### config.mk
export PLATFORM = sky130hd
export DESIGN_NAME = cansx_queue
export DESIGN_NICKNAME = d
export VERILOG_FILES = /design/src/rtl/cansx_pkg.sv /design/src/rtl/cansx_queue.sv
export SDC_FILE = /design/constraint.sdc
export NUM_CORES = 1
export LEC_CHECK = 0
export BUFFER_PORTS_ARGS = -buffer_cell sky130_fd_sc_hd__buf_2
export CAP_MARGIN = 30
export CORE_ASPECT_RATIO = 0.5
export CORE_MARGIN = 2
export CORE_UTILIZATION = 40
export CTS_BUF_LIST = sky130_fd_sc_hd__clkbuf_4 sky130_fd_sc_hd__clkbuf_8
export CTS_CLUSTER_DIAMETER = 100
export DETAILED_ROUTE_END_ITERATION = 6
export SKIP_LAST_GASP = 1
export SYNTH_ARGS = -nofsm -noshare
export SYNTH_HDL_FRONTEND = slang
export SYNTH_SLANG_ARGS = --single-unit
### constraint.sdc
create_clock -name clk -period 8.65 [get_ports clk]
set_input_delay 0.4325 -clock clk [delete_from_list [all_inputs] [get_ports clk]]
set_output_delay 0.4325 -clock clk [all_outputs]
set_load 0.03 [all_outputs]
### src/rtl/cansx_pkg.sv
// ----------------------------------------------------------------------------
// CAN signal extract and scale - shared package
// Types, widths and codes shared by the front end, the queue, the back end
// and the top level.
// ----------------------------------------------------------------------------
package cansx_pkg;

    // Field widths
    localparam int ID_W      = 29;
    localparam int DATA_W    = 64;
    localparam int COUNT_W   = 4;
    localparam int START_W   = 6;
    localparam int LEN_W     = 7;
    localparam int FACTOR_W  = 32;
    localparam int OFFSET_W  = 64;
    localparam int RAW_W     = DATA_W + 1;
    localparam int DATA_BYTES = 8;

    // Configuration port
    localparam int ADDR_W    = 6;
    localparam int PDATA_W   = 64;

    // Queue between front and back
    localparam int QUEUE_DEPTH = 4;
    localparam int QPTR_W      = $clog2(QUEUE_DEPTH);

    // Longest signal in bits
    localparam logic [LEN_W-1:0] LEN_MAX = 7'd64;

    // Result status codes
    typedef enum logic [1:0] {
        ST_OK           = 2'd0,
        ST_ID_MISMATCH  = 2'd1,
        ST_BEYOND_FRAME = 2'd2
    } status_t;

    // Register indexes (byte address is 8 times the index)
    typedef enum logic [2:0] {
        REG_MESSAGE_ID   = 3'd0,
        REG_SIG_START    = 3'd1,
        REG_BIT_LENGTH   = 3'd2,
        REG_BIG_ENDIAN   = 3'd3,
        REG_SIGNED_VALUE = 3'd4,
        REG_SCALE_FACTOR = 3'd5,
        REG_SCALE_OFFSET = 3'd6
    } reg_idx_t;

    // Incoming frame beat
    typedef struct packed {
        logic [ID_W-1:0]    frame_id;
        logic [DATA_W-1:0]  frame_data;
        logic [COUNT_W-1:0] byte_count;
    } frame_t;

    // Outgoing result beat
    typedef struct packed {
        status_t                    status;
        logic signed [OFFSET_W-1:0] scaled_value;
    } result_t;

    // Configuration register set
    typedef struct packed {
        logic [ID_W-1:0]            message_id;
        logic [START_W-1:0]         sig_start;
        logic [LEN_W-1:0]           bit_length;
        logic                       big_endian;
        logic                       signed_value;
        logic signed [FACTOR_W-1:0] scale_factor;
        logic signed [OFFSET_W-1:0] scale_offset;
    } cfg_t;

    // Classified item handed from front to back
    typedef struct packed {
        status_t                 status;
        logic signed [RAW_W-1:0] raw;
    } item_t;

    // Queue occupancy flags
    typedef struct packed {
        logic full;
        logic empty;
    } queue_flags_t;

endpackage

### src/rtl/cansx_queue.sv
// ----------------------------------------------------------------------------
// CAN signal extract and scale - item queue
// Short first-in first-out queue between the front end and the back end.
// ----------------------------------------------------------------------------
module cansx_queue
    import cansx_pkg::*;
(
    input  logic         clk,
    input  logic         rst_n,
    input  logic         push,
    input  item_t        push_item,
    input  logic         pop,
    output item_t        head,
    output queue_flags_t flags
);

    item_t             entries_reg [QUEUE_DEPTH];
    logic [QPTR_W-1:0] wr_ptr_reg;
    logic [QPTR_W-1:0] wr_ptr_next;
    logic [QPTR_W-1:0] rd_ptr_reg;
    logic [QPTR_W-1:0] rd_ptr_next;
    logic [QPTR_W:0]   count_reg;
    logic [QPTR_W:0]   count_next;
    logic              do_push;
    logic              do_pop;

    // Flags and head entry
    assign flags.full  = (count_reg == (QPTR_W+1)'(QUEUE_DEPTH));
    assign flags.empty = (count_reg == '0);
    assign head        = entries_reg[rd_ptr_reg];
    assign do_push     = push && !flags.full;
    assign do_pop      = pop && !flags.empty;

    // Pointer and occupancy update
    always_comb
    begin
        wr_ptr_next = wr_ptr_reg + QPTR_W'(do_push);
        rd_ptr_next = rd_ptr_reg + QPTR_W'(do_pop);
        count_next  = count_reg + (QPTR_W+1)'(do_push) - (QPTR_W+1)'(do_pop);
    end

    always_ff @(posedge clk or negedge rst_n)
    begin
        if (!rst_n)
        begin
            wr_ptr_reg <= '0;
            rd_ptr_reg <= '0;
            count_reg  <= '0;
        end
        else
        begin
            wr_ptr_reg <= wr_ptr_next;
            rd_ptr_reg <= rd_ptr_next;
            count_reg  <= count_next;
        end
    end

    // Entry storage
    always_ff @(posedge clk)
    begin
        if (do_push)
        begin
            entries_reg[wr_ptr_reg] <= push_item;
        end
    end

endmodule

==> results.json <==
{
  "crit_fanout": 39,
  "worstReg2RegEnd": "entries_reg[2][20]",
  "rsz0062_at_grt": "no",
  "ys_ff_latch": 275,
  "cp.required_ns": 8.22,
  "antenna_left": 0,
  "setup_viol": 0,
  "area_delta_synth_final_pct": 19.8,
  "dieWidth_um": 228,
  "dpl.hpwl_um": 11100,
  "cap_viol_max_count": 0,
  "drc": 0,
  "vdd_ir_drop_max_v": 0.000161,
  "syn_area_mm2": 0.0101,
  "yosysWarnings": 0,
  "drt_wl_total_um": 18800,
  "worst_setup_path_end_kind": "output pin",
  "clock_path_buffers": 3,
  "cts.sinks": 275,
  "finalCoreUtilization_pct": 49.5,
  "initial_utilization_pct": 41.3,
  "yosysTopAreaCell": "edfxtp_1",
  "synth_nets": 456,
  "slew_violations": 0,
  "synth_top_family_by_area": "multiplexers",
  "slowest_stage": "dfrtp_4",
  "grt_pass1_wl_um": 28900,
  "synthAdderAreaFrac_pct": 0.447,
  "portBuffers": 139,
  "ys_async_sr_fraction_pct": 2.55,
  "grt_overflow": 0,
  "crit_type": "reg -> out",
  "leakage_nw": 4.10,
  "vias": 4547,
  "clock-root-buffer": "clkbuf_8",
  "fmax_ghz": 0.317,
  "diodes": 0,
  "grt_pass1_vias": 4998,
  "mostFrequentLayoutCells": "edfxtp_1 (268), buf_2 (139), mux4_2 (67)",
  "max_stage_delay_ns": 0.70,
  "final_common_cell": "edfxtp_1",
  "path_delay_family": "buffers and inverters",
  "post-cts-setup-buffers": 0,
  "seqCellArea_mm2": 0.00823,
  "path_buf_inv": 3,
  "drt_pass1_iterations": 4,
  "drive_gt1_share_pct": 48.4,
  "hold_class": "in -> reg",
  "synth_cell_types": 26,
  "drtIter0Drc": 295,
  "clock_latency_ns": 0.54,
  "ys.flop_type": "edfxtp_1",
  "nNetsFinal": 634,
  "dp_worst_setup_slack_ns": 5.96,
  "antenna_found_initial": 1,
  "fin_hold_ws_ns": 0.109,
  "synthMuxAreaShare_pct": 15.1,
  "path_clk_slew_ns": 0.07,
  "multi_input_area_mm2": 0.00174,
  "post_cts_resized": 0,
  "powerDensity_mw_per_mm2": 363,
  "period_share_pct": 36.5,
  "endpoint": "head[22]",
  "startpoint": "rd_ptr_reg[0]",
  "crit_chain": "buf_4 > buf_16 > mux4_2 > buf_2",
  "wire_per_inst_um": 20.3,
  "synthCells": 382,
  "synth_xor_area_share_pct": 0.435,
  "die_area_mm2": 0.0265,
  "cp-start-kind": "flip-flop",
  "yosys.area_share.simple_pct": 0.808,
  "arrival_ns": 2.73,
  "n_fill_cell": 2021,
  "fin_crit_ns": 3.16,
  "rows": 40,
  "ys_seq_area_share_pct": 81.6,
  "clock_skew_ns": 0.0216,
  "tightest_slew_ns": 0.693,
  "grt_start_max_net_pins": 56,
  "largest_reg_flops": 268,
  "path_depth": 4,
  "cts_buffers": 41,
  "ios": 140,
  "gp_congestion": 0.712,
  "netlist_top_cells_area": "edfxtp_1 (80%), mux4_2 (15%), dfrtp_1 (1.7%), buf_12 (0.40%), xnor2_1 (0.35%)",
  "die_y_um": 116,
  "core_mm2": 0.0244,
  "htree_levels": 2,
  "r2r_cells": 4,
  "setup_slack_ns": 5.49,
  "drt-vias-per-instance": 4.92,
  "relSlewSlack_pct": 53.7,
  "synth_edf_count": 268,
  "finalHoldViolations": 0,
  "tns_ns": 0,
  "syn_area_per_cell_um2": 26.4,
  "status": "complete, no violations",
  "netlist.area_leader.share_pct": 79.9,
  "track_usage_pct": 14.6,
  "cts_tree": "built",
  "rrSetupSlack_ns": 6.35,
  "synth-compound-area-share_pct": 0.323,
  "regToRegStartpoint": "count_reg[2]"
}
[worst register-to-register path, delay by kind of cell, from the launching register on]
| kind | cells | cell delay (ns) |
|---|---|---|
| flops | 1 | 0.48 |
| buf+inv | 2 | 0.55 |
| simple gates | 2 | 0.94 |
[layer usage]
layer	track usage (%)	share of wire, %
met5	0	0.058
met4	5.62	2.0
met3	3.76	4.6
met1	19.0	43
met2	24.3	50
[what timing repair did]
action / 4_1_cts / 5_1_grt
hold buffers: 1 / 0
setup endpoints to repair: 0 / 0
endpoints found under the hold margin: 7 / 0
[metrics by stage]
step	total power [W]	instance area (um^2)	std cells
after floorplan	0.00300	10100	382
after global routing	0.00460	12100	925
after global placement	0.00340	11100	846
final	0.00438	12100	925
after CTS	0.00446	12100	925
after detailed placement	0.00347	11300	852
[how the worst min path moves through the flow]
stage | from | endpoint | depth (start not counted)
global placement | rst_n | wr_ptr_reg[0] | 1
global route | push_item[10] | entries_reg[2][10] | 1
CTS | push_item[14] | entries_reg[3][14] | 1
finish | push_item[14] | entries_reg[3][14] | 1
detailed placement | rst_n | count_reg[0] | 1
floorplan | rst_n | count_reg[0] | 0
[cells by family (layout without fill, tap and decap cells)]
kind of cell,Yosys count,after routing
flops,275,275
buf+inv,17,224
xor+xnor,5,5
mux,68,68
compound gates,4,4
simple gates,10,10
fa+ha+maj,3,3
[report_power, final]
part / internal [W] / total, W / leakage [nW] / switching (W)
logic: 0.000577 / 0.00152 / 1.16 / 0.000941
clock network: 0.000512 / 0.000983 / 0.403 / 0.000471
registers: 0.00176 / 0.00187 / 2.53 / 0.000110
[cells in the mapped netlist (2+ instances only)]
| cell | count |
|---|---|
| xnor2_1 | 4 |
| mux4_2 | 67 |
| dfrtp_1 | 7 |
| ha_1 | 2 |
| buf_2 | 6 |
| edfxtp_1 | 268 |
| nor2_1 | 2 |
| and4bb_2 | 2 |
| clkbuf_1 | 3 |
| buf_12 | 2 |
| buf_4 | 4 |
[area by class of cell]
type | instances | share of cell area, %
Timing Repair Buffer | 151 | 7.53
Multi-Input combinational cell | 90 | 14.4
Inverter | 1 | 0.0311
Tap cell | 336 | 3.49
Clock buffer | 54 | 5.64
Sequential cell | 275 | 68.2
Clock inverter | 18 | 0.654
Power figures use the tool's default switching activity.
